[src/rtl/core/rrp_pkg.sv]
// ----------------------------------------------------------------------------
// rrp_pkg
// Shared constants, types and the legacy reciprocal step table of the
// idle CPU round-robin picker.
// ----------------------------------------------------------------------------
package rrp_pkg;

	localparam int MASK_BITS_DEF = 64;
	localparam int IN_MASK_W     = 64;
	localparam int BASE_W        = 12;
	localparam int CPU_W         = 13;
	localparam int CTR_W         = 32;
	localparam int PHASE_W       = 16;
	localparam int GRP_W         = 8;
	localparam int GCNT_W        = 4;
	localparam int SUB_W         = 3;
	localparam int STEP_IDX_W    = 6;

	localparam logic [CTR_W-1:0] GOLDEN_MULT = 32'h9E37_79B9;

	// APB register map
	localparam int APB_DATA_W = 32;
	localparam int APB_ADDR_W = 3;
	localparam logic REG_IDX_MODE = 1'b0;
	localparam logic MODE_RESET   = 1'b1;

	localparam logic [PHASE_W-1:0] RECIP_STEP [64] = '{
		16'h0000, 16'h8000, 16'h5556, 16'h4000, 16'h3334, 16'h2AAB, 16'h2493, 16'h2000,
		16'h1C72, 16'h199A, 16'h1746, 16'h1556, 16'h13B2, 16'h124A, 16'h1112, 16'h1000,
		16'h0F10, 16'h0E39, 16'h0D7A, 16'h0CCD, 16'h0C31, 16'h0BA3, 16'h0B22, 16'h0AAB,
		16'h0A3E, 16'h09D9, 16'h097C, 16'h0925, 16'h08D4, 16'h0889, 16'h0843, 16'h0800,
		16'h07C2, 16'h0788, 16'h0751, 16'h071D, 16'h06EC, 16'h06BD, 16'h0691, 16'h0667,
		16'h063F, 16'h0619, 16'h05F5, 16'h05D2, 16'h05B1, 16'h0591, 16'h0573, 16'h0556,
		16'h053A, 16'h051F, 16'h0506, 16'h04ED, 16'h04D5, 16'h04BE, 16'h04A8, 16'h0493,
		16'h047E, 16'h046A, 16'h0457, 16'h0445, 16'h0433, 16'h0422, 16'h0411, 16'h0400
	};

	typedef struct packed {
		logic vld;
		logic mode;
		logic empty;
	} rrp_ctl_t;

endpackage

[src/rtl/core/rrp_cfg.sv]
// ----------------------------------------------------------------------------
// rrp_cfg
// APB register block holding the pick mode register.
// ----------------------------------------------------------------------------
module rrp_cfg (
	input  logic                            clk,
	input  logic                            arst_n,
	input  logic                            psel,
	input  logic                            penable,
	input  logic                            pwrite,
	input  logic [rrp_pkg::APB_ADDR_W-1:0] paddr,
	input  logic [rrp_pkg::APB_DATA_W-1:0] pwdata,
	output logic [rrp_pkg::APB_DATA_W-1:0] prdata,
	output logic                            pready,
	output logic                            improved_mode
);
	import rrp_pkg::*;

	logic mode_q;
	logic wr_en;
	logic hit_mode;

	assign pready   = 1'b1;
	assign hit_mode = (paddr[APB_ADDR_W-1] == REG_IDX_MODE);
	assign wr_en    = psel & penable & pwrite & pready;

	always_ff @(posedge clk or negedge arst_n) begin
		if (!arst_n) begin
			mode_q <= MODE_RESET;
		end else if (wr_en && hit_mode) begin
			mode_q <= pwdata[0];
		end
	end

	assign prdata        = hit_mode ? {{(APB_DATA_W-1){1'b0}}, mode_q} : '0;
	assign improved_mode = mode_q;

endmodule

[src/rtl/core/rrp_count.sv]
// ----------------------------------------------------------------------------
// rrp_count
// Stage 1: per-byte and total set-bit counts, golden-ratio scramble of the
// rotation counter.
// ----------------------------------------------------------------------------
module rrp_count #(
	parameter int MASK_BITS = rrp_pkg::MASK_BITS_DEF,
	parameter int NUM_GRP   = (MASK_BITS + rrp_pkg::GRP_W - 1) / rrp_pkg::GRP_W,
	parameter int CNT_W     = $clog2(MASK_BITS + 1)
) (
	input  logic                                         clk,
	input  logic                                         arst_n,
	input  logic                                         in_vld,
	input  logic                                         mode,
	input  logic [rrp_pkg::BASE_W-1:0]                   base_cpu,
	input  logic [MASK_BITS-1:0]                         mask,
	input  logic [rrp_pkg::CTR_W-1:0]                    rotation_counter,
	output rrp_pkg::rrp_ctl_t                            ctl_s1,
	output logic [rrp_pkg::BASE_W-1:0]                   base_s1,
	output logic [NUM_GRP*rrp_pkg::GRP_W-1:0]            gmask_s1,
	output logic [NUM_GRP-1:0][rrp_pkg::GCNT_W-1:0]      gcnt_s1,
	output logic [CNT_W-1:0]                             total_s1,
	output logic [rrp_pkg::CTR_W-1:0]                    scr_s1,
	output logic [rrp_pkg::PHASE_W-1:0]                  ctr_lo_s1
);
	import rrp_pkg::*;

	localparam int PAD_W = NUM_GRP * GRP_W;

	logic [PAD_W-1:0]                pad;
	logic [NUM_GRP-1:0][GCNT_W-1:0]  gcnt;
	logic [CNT_W-1:0]                total;
	logic [CTR_W-1:0]                scr;

	assign pad = PAD_W'(mask);
	assign scr = rotation_counter * GOLDEN_MULT;

	always_comb begin
		for (int g = 0; g < NUM_GRP; g++) begin
			gcnt[g] = '0;
			for (int b = 0; b < GRP_W; b++) begin
				gcnt[g] = gcnt[g] + GCNT_W'(pad[g*GRP_W+b]);
			end
		end
		total = '0;
		for (int g = 0; g < NUM_GRP; g++) begin
			total = total + CNT_W'(gcnt[g]);
		end
	end

	always_ff @(posedge clk or negedge arst_n) begin
		if (!arst_n) begin
			ctl_s1 <= '0;
		end else begin
			ctl_s1.vld   <= in_vld;
			ctl_s1.mode  <= mode;
			ctl_s1.empty <= (total == '0);
		end
	end

	always_ff @(posedge clk) begin
		if (in_vld) begin
			base_s1   <= base_cpu;
			gmask_s1  <= pad;
			gcnt_s1   <= gcnt;
			total_s1  <= total;
			scr_s1    <= scr;
			ctr_lo_s1 <= rotation_counter[PHASE_W-1:0];
		end
	end

endmodule

[src/rtl/core/rrp_index.sv]
// ----------------------------------------------------------------------------
// rrp_index
// Stages 2 and 3: map the scrambled counter or the legacy phase to the
// index of the set bit to take.
// ----------------------------------------------------------------------------
module rrp_index #(
	parameter int MASK_BITS = rrp_pkg::MASK_BITS_DEF,
	parameter int NUM_GRP   = (MASK_BITS + rrp_pkg::GRP_W - 1) / rrp_pkg::GRP_W,
	parameter int CNT_W     = $clog2(MASK_BITS + 1),
	parameter int PICK_W    = $clog2(MASK_BITS)
) (
	input  logic                                         clk,
	input  logic                                         arst_n,
	input  rrp_pkg::rrp_ctl_t                            ctl_s1,
	input  logic [rrp_pkg::BASE_W-1:0]                   base_s1,
	input  logic [NUM_GRP*rrp_pkg::GRP_W-1:0]            gmask_s1,
	input  logic [NUM_GRP-1:0][rrp_pkg::GCNT_W-1:0]      gcnt_s1,
	input  logic [CNT_W-1:0]                             total_s1,
	input  logic [rrp_pkg::CTR_W-1:0]                    scr_s1,
	input  logic [rrp_pkg::PHASE_W-1:0]                  ctr_lo_s1,
	output rrp_pkg::rrp_ctl_t                            ctl_s3,
	output logic [rrp_pkg::BASE_W-1:0]                   base_s3,
	output logic [NUM_GRP*rrp_pkg::GRP_W-1:0]            gmask_s3,
	output logic [NUM_GRP-1:0][rrp_pkg::GCNT_W-1:0]      gcnt_s3,
	output logic [PICK_W-1:0]                            pick_s3
);
	import rrp_pkg::*;

	localparam int PAD_W = NUM_GRP * GRP_W;
	localparam int PI_W  = CTR_W + CNT_W;
	localparam int PL_W  = PHASE_W + CNT_W;

	rrp_ctl_t                        ctl_s2;
	logic [BASE_W-1:0]               base_s2;
	logic [PAD_W-1:0]                gmask_s2;
	logic [NUM_GRP-1:0][GCNT_W-1:0]  gcnt_s2;
	logic [CNT_W-1:0]                total_s2;
	logic [PICK_W-1:0]               pick_imp_s2;
	logic [PHASE_W-1:0]              phase_s2;

	logic [PI_W-1:0]                 prod_imp;
	logic [CNT_W-1:0]                total_m1;
	logic [PHASE_W-1:0]              step;
	logic [2*PHASE_W-1:0]            prod_phase;
	logic [PICK_W-1:0]               pick_imp;
	logic [PL_W-1:0]                 prod_leg;
	logic [PICK_W-1:0]               pick_leg;

	// stage 2: range map and legacy phase
	assign prod_imp   = PI_W'(scr_s1) * PI_W'(total_s1);
	assign total_m1   = total_s1 - CNT_W'(1);
	assign step       = RECIP_STEP[STEP_IDX_W'(total_m1)];
	assign prod_phase = ctr_lo_s1 * step;

	always_comb begin
		if (total_s1 == CNT_W'(2)) begin
			pick_imp = PICK_W'(ctr_lo_s1[0]);
		end else if (total_s1 < CNT_W'(2)) begin
			pick_imp = '0;
		end else begin
			pick_imp = prod_imp[CTR_W +: PICK_W];
		end
	end

	always_ff @(posedge clk or negedge arst_n) begin
		if (!arst_n) begin
			ctl_s2 <= '0;
			ctl_s3 <= '0;
		end else begin
			ctl_s2 <= ctl_s1;
			ctl_s3 <= ctl_s2;
		end
	end

	always_ff @(posedge clk) begin
		if (ctl_s1.vld) begin
			base_s2     <= base_s1;
			gmask_s2    <= gmask_s1;
			gcnt_s2     <= gcnt_s1;
			total_s2    <= total_s1;
			pick_imp_s2 <= pick_imp;
			phase_s2    <= prod_phase[PHASE_W-1:0];
		end
	end

	// stage 3: legacy index and mode select
	assign prod_leg = PL_W'(phase_s2) * PL_W'(total_s2);
	assign pick_leg = prod_leg[PHASE_W +: PICK_W];

	always_ff @(posedge clk) begin
		if (ctl_s2.vld) begin
			base_s3  <= base_s2;
			gmask_s3 <= gmask_s2;
			gcnt_s3  <= gcnt_s2;
			pick_s3  <= ctl_s2.mode ? pick_imp_s2 : pick_leg;
		end
	end

endmodule

[src/rtl/core/rrp_select.sv]
// ----------------------------------------------------------------------------
// rrp_select
// Stages 4 and 5: locate the byte holding the chosen set bit, then the bit
// inside it, and form the CPU number.
// ----------------------------------------------------------------------------
module rrp_select #(
	parameter int MASK_BITS = rrp_pkg::MASK_BITS_DEF,
	parameter int NUM_GRP   = (MASK_BITS + rrp_pkg::GRP_W - 1) / rrp_pkg::GRP_W,
	parameter int CNT_W     = $clog2(MASK_BITS + 1),
	parameter int PICK_W    = $clog2(MASK_BITS)
) (
	input  logic                                         clk,
	input  logic                                         arst_n,
	input  rrp_pkg::rrp_ctl_t                            ctl_s3,
	input  logic [rrp_pkg::BASE_W-1:0]                   base_s3,
	input  logic [NUM_GRP*rrp_pkg::GRP_W-1:0]            gmask_s3,
	input  logic [NUM_GRP-1:0][rrp_pkg::GCNT_W-1:0]      gcnt_s3,
	input  logic [PICK_W-1:0]                            pick_s3,
	output logic                                         vld_s5,
	output logic [rrp_pkg::CPU_W-1:0]                    chosen_s5,
	output logic                                         empty_s5
);
	import rrp_pkg::*;

	localparam int GIDX_W = (NUM_GRP > 1) ? $clog2(NUM_GRP) : 1;
	localparam int POS_W  = GIDX_W + SUB_W;

	rrp_ctl_t           ctl_s4;
	logic [BASE_W-1:0]  base_s4;
	logic [GRP_W-1:0]   byte_s4;
	logic [SUB_W-1:0]   res_s4;
	logic [GIDX_W-1:0]  grp_s4;

	logic [CNT_W-1:0]   acc;
	logic [CNT_W-1:0]   pick_ext;
	logic               g_found;
	logic [GIDX_W-1:0]  grp_sel;
	logic [GRP_W-1:0]   byte_sel;
	logic [SUB_W-1:0]   res_sel;

	logic [GCNT_W-1:0]  bcnt;
	logic               b_found;
	logic [SUB_W-1:0]   bit_sel;
	logic [POS_W-1:0]   pos;

	assign pick_ext = CNT_W'(pick_s3);

	// stage 4: walk byte counts to find the byte holding the pick
	always_comb begin
		acc      = '0;
		g_found  = 1'b0;
		grp_sel  = '0;
		byte_sel = '0;
		res_sel  = '0;
		for (int g = 0; g < NUM_GRP; g++) begin
			if (!g_found && (pick_ext < acc + CNT_W'(gcnt_s3[g]))) begin
				g_found  = 1'b1;
				grp_sel  = GIDX_W'(g);
				byte_sel = gmask_s3[g*GRP_W +: GRP_W];
				res_sel  = SUB_W'(pick_ext - acc);
			end
			acc = acc + CNT_W'(gcnt_s3[g]);
		end
	end

	always_ff @(posedge clk or negedge arst_n) begin
		if (!arst_n) begin
			ctl_s4 <= '0;
			vld_s5 <= 1'b0;
		end else begin
			ctl_s4 <= ctl_s3;
			vld_s5 <= ctl_s4.vld;
		end
	end

	always_ff @(posedge clk) begin
		if (ctl_s3.vld) begin
			base_s4 <= base_s3;
			byte_s4 <= byte_sel;
			res_s4  <= res_sel;
			grp_s4  <= grp_sel;
		end
	end

	// stage 5: nth set bit inside the byte
	always_comb begin
		bcnt    = '0;
		b_found = 1'b0;
		bit_sel = '0;
		for (int b = 0; b < GRP_W; b++) begin
			if (byte_s4[b]) begin
				if (!b_found && (bcnt == GCNT_W'(res_s4))) begin
					b_found = 1'b1;
					bit_sel = SUB_W'(b);
				end
				bcnt = bcnt + GCNT_W'(1);
			end
		end
	end

	assign pos = {grp_s4, bit_sel};

	always_ff @(posedge clk) begin
		if (ctl_s4.vld) begin
			empty_s5 <= ctl_s4.empty;
			if (ctl_s4.empty) begin
				chosen_s5 <= CPU_W'(base_s4);
			end else begin
				chosen_s5 <= CPU_W'(base_s4) + CPU_W'(pos);
			end
		end
	end

`ifndef SYNTH
	a_byte_nonzero: assert property (@(posedge clk) disable iff (!arst_n)
		(ctl_s4.vld && !ctl_s4.empty) |-> (byte_s4 != '0))
		else $error("selected byte holds no set bit");

	a_res_in_byte: assert property (@(posedge clk) disable iff (!arst_n)
		(ctl_s4.vld && !ctl_s4.empty) |-> ($countones(byte_s4) > int'(res_s4)))
		else $error("residual index beyond set bits of byte");

	a_empty_clean: assert property (@(posedge clk) disable iff (!arst_n)
		(ctl_s4.vld && ctl_s4.empty) |-> (byte_s4 == '0 && res_s4 == '0 && grp_s4 == '0))
		else $error("empty mask produced a selection");
`endif

endmodule

[src/rtl/core/idle_cpu_round_robin_pick.sv]
// ----------------------------------------------------------------------------
// idle_cpu_round_robin_pick
// Picks one idle CPU from an idle mask, a base CPU number and a rotation
// counter, in scramble/range-map mode or legacy step-table mode.
// ----------------------------------------------------------------------------
// A request is taken on every cycle with start high; busy never rises. Each
// request yields exactly one result, chosen_cpu and mask_empty, shown for one
// cycle with done high once it leaves the pipeline: one stage counts set bits
// and scrambles the counter, two map the counter to a bit index, two locate
// that set bit byte by byte and add the base. Results cannot be held off.
// Write improved_mode only with no request in flight.
// ----------------------------------------------------------------------------
module idle_cpu_round_robin_pick #(
	parameter int MASK_BITS = rrp_pkg::MASK_BITS_DEF
) (
	input  logic                            clk,
	input  logic                            arst_n,
	input  logic                            start,
	output logic                            busy,
	input  logic [rrp_pkg::BASE_W-1:0]     base_cpu,
	input  logic [rrp_pkg::IN_MASK_W-1:0]  idle_mask,
	input  logic [rrp_pkg::CTR_W-1:0]      rotation_counter,
	output logic                            done,
	output logic [rrp_pkg::CPU_W-1:0]      chosen_cpu,
	output logic                            mask_empty,
	input  logic                            psel,
	input  logic                            penable,
	input  logic                            pwrite,
	input  logic [rrp_pkg::APB_ADDR_W-1:0] paddr,
	input  logic [rrp_pkg::APB_DATA_W-1:0] pwdata,
	output logic [rrp_pkg::APB_DATA_W-1:0] prdata,
	output logic                            pready
);
	import rrp_pkg::*;

	localparam int NUM_GRP = (MASK_BITS + GRP_W - 1) / GRP_W;
	localparam int CNT_W   = $clog2(MASK_BITS + 1);
	localparam int PICK_W  = $clog2(MASK_BITS);
	localparam int PAD_W   = NUM_GRP * GRP_W;

	logic                            mode;
	logic                            in_vld;

	rrp_ctl_t                        ctl_s1;
	logic [BASE_W-1:0]               base_s1;
	logic [PAD_W-1:0]                gmask_s1;
	logic [NUM_GRP-1:0][GCNT_W-1:0]  gcnt_s1;
	logic [CNT_W-1:0]                total_s1;
	logic [CTR_W-1:0]                scr_s1;
	logic [PHASE_W-1:0]              ctr_lo_s1;

	rrp_ctl_t                        ctl_s3;
	logic [BASE_W-1:0]               base_s3;
	logic [PAD_W-1:0]                gmask_s3;
	logic [NUM_GRP-1:0][GCNT_W-1:0]  gcnt_s3;
	logic [PICK_W-1:0]               pick_s3;

	assign busy   = 1'b0;
	assign in_vld = start & ~busy;

	rrp_cfg u_cfg (
		.clk           (clk),
		.arst_n        (arst_n),
		.psel          (psel),
		.penable       (penable),
		.pwrite        (pwrite),
		.paddr         (paddr),
		.pwdata        (pwdata),
		.prdata        (prdata),
		.pready        (pready),
		.improved_mode (mode)
	);

	rrp_count #(
		.MASK_BITS (MASK_BITS),
		.NUM_GRP   (NUM_GRP),
		.CNT_W     (CNT_W)
	) u_count (
		.clk              (clk),
		.arst_n           (arst_n),
		.in_vld           (in_vld),
		.mode             (mode),
		.base_cpu         (base_cpu),
		.mask             (idle_mask[MASK_BITS-1:0]),
		.rotation_counter (rotation_counter),
		.ctl_s1           (ctl_s1),
		.base_s1          (base_s1),
		.gmask_s1         (gmask_s1),
		.gcnt_s1          (gcnt_s1),
		.total_s1         (total_s1),
		.scr_s1           (scr_s1),
		.ctr_lo_s1        (ctr_lo_s1)
	);

	rrp_index #(
		.MASK_BITS (MASK_BITS),
		.NUM_GRP   (NUM_GRP),
		.CNT_W     (CNT_W),
		.PICK_W    (PICK_W)
	) u_index (
		.clk       (clk),
		.arst_n    (arst_n),
		.ctl_s1    (ctl_s1),
		.base_s1   (base_s1),
		.gmask_s1  (gmask_s1),
		.gcnt_s1   (gcnt_s1),
		.total_s1  (total_s1),
		.scr_s1    (scr_s1),
		.ctr_lo_s1 (ctr_lo_s1),
		.ctl_s3    (ctl_s3),
		.base_s3   (base_s3),
		.gmask_s3  (gmask_s3),
		.gcnt_s3   (gcnt_s3),
		.pick_s3   (pick_s3)
	);

	rrp_select #(
		.MASK_BITS (MASK_BITS),
		.NUM_GRP   (NUM_GRP),
		.CNT_W     (CNT_W),
		.PICK_W    (PICK_W)
	) u_select (
		.clk       (clk),
		.arst_n    (arst_n),
		.ctl_s3    (ctl_s3),
		.base_s3   (base_s3),
		.gmask_s3  (gmask_s3),
		.gcnt_s3   (gcnt_s3),
		.pick_s3   (pick_s3),
		.vld_s5    (done),
		.chosen_s5 (chosen_cpu),
		.empty_s5  (mask_empty)
	);

`ifndef SYNTH
	a_latency: assert property (@(posedge clk) disable iff (!arst_n)
		(start && !busy) |-> ##5 done)
		else $error("result transfer missing five cycles after request");

	a_empty_base: assert property (@(posedge clk) disable iff (!arst_n)
		(start && !busy && idle_mask == '0) |->
		##5 (done && mask_empty && chosen_cpu == CPU_W'($past(base_cpu, 5))))
		else $error("empty mask did not return base");

	a_in_window: assert property (@(posedge clk) disable iff (!arst_n)
		(done && !mask_empty) |->
		((chosen_cpu - CPU_W'($past(base_cpu, 5))) < CPU_W'(MASK_BITS)))
		else $error("chosen cpu outside mask window");
`endif

endmodule

[config.mk]
export PLATFORM = sky130hd
export DESIGN_NAME = idle_cpu_round_robin_pick
export DESIGN_NICKNAME = d
export VERILOG_FILES = /design/src/rtl/core/rrp_pkg.sv /design/src/rtl/core/rrp_cfg.sv /design/src/rtl/core/rrp_count.sv /design/src/rtl/core/rrp_index.sv /design/src/rtl/core/rrp_select.sv /design/src/rtl/core/idle_cpu_round_robin_pick.sv
export SDC_FILE = /design/constraint.sdc
export NUM_CORES = 2
export LEC_CHECK = 0
export ABC_AREA = 0
export ABC_CLOCK_PERIOD_IN_PS = 9900
export BUFFER_PORTS_ARGS = -buffer_cell sky130_fd_sc_hd__buf_2
export CORE_MARGIN = 2
export CORE_UTILIZATION = 55
export CTS_CLUSTER_SIZE = 10
export DETAILED_ROUTE_END_ITERATION = 8
export GPL_TIMING_DRIVEN = 0
export PLACE_DENSITY = 0.69
export SYNTH_ARGS = -nofsm -noshare
export SYNTH_HDL_FRONTEND = slang
export SYNTH_SLANG_ARGS = --single-unit
[constraint.sdc]
create_clock -name clk -period 9.9 [get_ports clk]
set_clock_uncertainty 0.15 [all_clocks]
set_input_delay 1.98 -clock clk [delete_from_list [all_inputs] [get_ports clk]]
set_output_delay 1.98 -clock clk [all_outputs]
set_load 0.05 [all_outputs]
==> results by group <==
Hold path
  – Hold-critical path depth: 0
  – Hold wc startpoint: u_index.ctl_s3[0]
  – Worst hold-check path type: reg -> reg
  – Hold path endpoint: u_select.ctl_s4[0]

Layout
  – Total number of nets in the final design: 5,395
  – Proportion of layout cells with a drive suffix above 1: 0.07347
  – Finished Core Util: 0.6046
  – Non-filler cells in the finished layout: approximately 5,300
  – Layout Area Growth over Synthesis: 8.746%

Place
  – Detailed placement HPWL: between 80,000 and 90,000 µm
  – IO Port Bufs: 131
  – Final Wtd Congestion: between 0.9 and 1
  – Number of placed instances, taps included: around 5,200

Synthesis
  – Xor/xnor share of the synthesized area: 0.04175
  – Simple-gate area share of the yosys netlist: 0.08177
  – Main combinational cell family by area after synthesis: adder cells
  – Dominant synthesized flop cell: sky130_fd_sc_hd__edfxtp_1
  – Adder and majority cell fraction of the synthesized area: 0.4034
  – Post-Syn Instances: 3,959
  – Share of flip-flops with an asynchronous set or reset after synthesis: 0.02592
  – Post-synth cell types: 90
  – Cell area after technology mapping: roughly 0.044 mm²
  – Compound-cell area share of the yosys netlist: 0.06593
  – Total number of yosys warnings: 0
  – Number of flip-flops and latches in the synthesized netlist: between 400 and 500
  – Post-Syn Area per Cell: roughly 11 µm²
  – Fraction of the yosys area taken by sequential cells: 0.3147
  – Count of flip-flops with a built-in enable after synthesis: about 450
  – Multiplexer fraction of the synthesized cell area: 0.002958

Run status
  – Run status: finished, final reports clean

CTS
  – Total CTS buffers: 55
  – Clock Sink Count: between 400 and 500
  – Clk pin slew, worst setup/hold paths: roughly 0.060 ns
  – Hold-fix buffers at CTS: 0
  – Longest Clk Path Bufs: 3
  – CTS HTree Levels: 2
  – Clock latency reported for the late side of the worst-skew pair: about 0.63 ns
  – Root Driver: sky130_fd_sc_hd__clkbuf_16
  – CTS tree: yes

Drt
  – Vias post-DR: ~28,000
  – Drt pass-1 iters: 5
  – Final ANT Viol Nets: 0
  – Via-to-Cell Ratio: around 5.4
  – Drc violations: 0
  – Post-DR wirelength/cell: between 15 and 20 µm
  – Aggregate routed wire length: between 100,000 and 150,000 µm
  – Violation count after the first detailed-route iteration: 1,888

Timing
  – Final setup viols: 0
  – Fmax achieved: roughly 110 MHz
  – Share of the clock period used by the worst path: 0.9552
  – Number of hold-slack violations in the final timing report: 0
  – Time the final worst path needs with I/O delays and setup: about 9.5 ns
  – Worst hold slack: about 0.20 ns
  – Pins Over Slew Limit: 0
  – Headroom to the max-slew limit: 0.2312
  – RSZ-0062 raised after global routing: no
  – Pin slew with the least headroom to its limit: ~1.2 ns

GRT
  – Initial antenna violation count: 14
  – Number of global-route vias before repair: ~30,000
  – Total GRT Usage: 0.2529
  – Wire length of the first global-routing pass: approximately 160,000 µm
  – Maximum number of pins on one net before global-route repair: 98
  – Remaining Overflow, GRT: 0

Setup path
  – Critical path capture point type: register
  – Logic depth of the worst register-to-register path: 34
  – Critical-path top delay cell: sky130_fd_sc_hd__a21oi_1
  – End of the worst register-to-register path: u_index.phase_s2[15]
  – Reg-to-reg slack, setup: 0.44 ns
  – Peak fanout along the critical path: 10
  – Delay of the slowest critical-path stage: roughly 0.56 ns
  – Reg2reg start: u_count.total_s1[1]
  – Most used cell along the critical path: sky130_fd_sc_hd__xnor2_1
  – Endpoint required time on the critical path: ~10 ns
  – Data arrival time of the worst path: just under 10 ns
  – Type of the setup path with the least slack: reg -> reg
  – Startpoint type of the worst setup path: register

Floorplan
  – Starting density of the core: 0.5560
  – Die area: 0.08226 mm²
  – Vert. Die Dim: around 290 µm
  – Number of top-level pins: 198
  – Placeable core region: approximately 0.079 mm²
  – # rows: 103
  – Die Wd: about 290 µm

Run
  – Max-cap violations: 0
==> registers in the layout (all words and copies together), names as in the netlist, 8 cells and up <==
name,count
u_count.base_s1,12
u_index.gmask_s3,64
u_count.gcnt_s1,32
u_select.base_s4,12
u_select.chosen_s5,13
u_count.gmask_s1,64
u_index.base_s2,12
u_select.byte_s4,8
u_index.phase_s2,16
u_index.gmask_s2,64
u_index.gcnt_s3,32
u_index.gcnt_s2,32
u_count.scr_s1,29
u_index.base_s3,12
u_count.ctr_lo_s1,16
==> layout by cell type (no fill, tap or decap), drive strengths merged, types with 17 or more instances in the layout <==
cell	synthesis	final
and2	108	108
a21oi	108	108
clkbuf	73	142
nand2	425	425
conb	2	33
nand3	34	34
nor2b	34	34
o21ai	85	85
ha	475	475
xnor2	144	144
a31oi	17	17
nor2	86	86
nor3	20	20
a21o	52	52
inv	874	875
o21a	20	20
buf	54	191
edfxtp	451	451
xor2	52	52
fa	589	589
a211oi	24	24
==> synth_stat cells (12+ instances only) <==
cell                       count  area (µm²)
sky130_fd_sc_hd__a211oi_1     23       172.7
sky130_fd_sc_hd__a21o_1       52       390.4
sky130_fd_sc_hd__a21oi_1     107       535.5
sky130_fd_sc_hd__a221o_1      14       140.1
sky130_fd_sc_hd__a31oi_1      16       100.1
sky130_fd_sc_hd__and2_1      108       675.7
sky130_fd_sc_hd__buf_2        13       65.06
sky130_fd_sc_hd__buf_4        36       270.3
sky130_fd_sc_hd__clkbuf_1     73       274.0
sky130_fd_sc_hd__edfxtp_1    451       13540
sky130_fd_sc_hd__fa_1        589       11790
sky130_fd_sc_hd__ha_1        475        5943
sky130_fd_sc_hd__inv_1       874        3281
sky130_fd_sc_hd__nand2_1     424        1592
sky130_fd_sc_hd__nand2b_1     14       87.58
sky130_fd_sc_hd__nand3_1      34       170.2
sky130_fd_sc_hd__nor2_1       85       319.1
sky130_fd_sc_hd__nor2b_1      34       212.7
sky130_fd_sc_hd__nor3_1       20       100.1
sky130_fd_sc_hd__o21a_1       20       150.1
sky130_fd_sc_hd__o21ai_0      81       405.4
sky130_fd_sc_hd__o21bai_1     12       90.09
sky130_fd_sc_hd__o22ai_1      14       87.58
sky130_fd_sc_hd__xnor2_1     144        1261
sky130_fd_sc_hd__xor2_1       51       446.7
==> kinds of logic (layout without fill, tap and decap cells) <==
family	after synthesis	count (layout)
adder cells (fa/ha/maj)	1065	1065
XOR/XNOR	201	201
other	2	38
buffers and inverters	1003	1219
AND/OR/NAND/NOR	780	780
AO/OA/AOI/OAI	433	433
multiplexers	12	12
flip-flops	463	463
==> how the worst max path moves through the flow <==
stage / to / depth (start not counted) / slack [ns] / from
detailed placement: u_index.phase_s2[15] / 34 / -0.54 / u_count.total_s1[1]
CTS: u_index.phase_s2[15] / 35 / 0.02 / u_count.total_s1[1]
floorplan: u_count.ctl_s1[0] / 24 / 1.36 / idle_mask[8]
global placement: u_index.phase_s2[15] / 34 / -0.56 / u_count.total_s1[1]
global route: u_index.phase_s2[15] / 37 / 0.02 / u_count.total_s1[1]
finish: u_index.phase_s2[15] / 34 / 0.44 / u_count.total_s1[1]
==> critical path, delay by kind of cell (launching register included) <==
| kind | cells | cell delay (ns) |
|---|---|---|
| adders and majority gates | 9 | 3.93 |
| buffers and inverters | 11 | 1.64 |
| xor gates and xnor gates | 9 | 1.87 |
| AOI/OAI and AO/OA | 4 | 0.92 |
| DFF | 1 | 0.49 |
| and+or+nand+nor | 1 | 0.16 |
==> routing by layer <==
metal,track usage,wire [µm]
met1,0.3419,41920
met2,0.4303,49520
met3,0.03302,5941
met4,0.07279,2858
met5,0,69
==> timing repair <==
item / in CTS / in global routing
setup buffers: 0 / 0
pin swaps: 0 / 0
gates resized for setup: 7 / 27
endpoints found under the setup margin: 1 / 1
hold endpoints to repair: 0 / 0
==> layout make-up <==
class / instances / area, µm²
well taps: 1050 / 1314
repair buffers: 135 / 768.2
clock buffers: 71 / 1446
fillers: 6489 / 31290
diodes: 5 / 12.51
flip-flops and latches: 463 / 13850
inverters: 875 / 3288
plain buffers: 128 / 665.6
clock inverters: 10 / 126.4
multi-input cells: 2524 / 26370
==> stage by stage <==
step	setup slack (ns)	area, µm²	TNS (ns)
after detailed placement	-0.5392	46200	-0.5392
final	0.4437	47840	0
after floorplan	1.361	44110	0
after global routing	0.02384	47830	0
after CTS	0.01829	47790	0
after global placement	-0.5568	46080	-0.5568
Power is left out: the tool's default activity adds up to more than one toggle a clock period on the data nets, which glitch-free logic cannot reach.
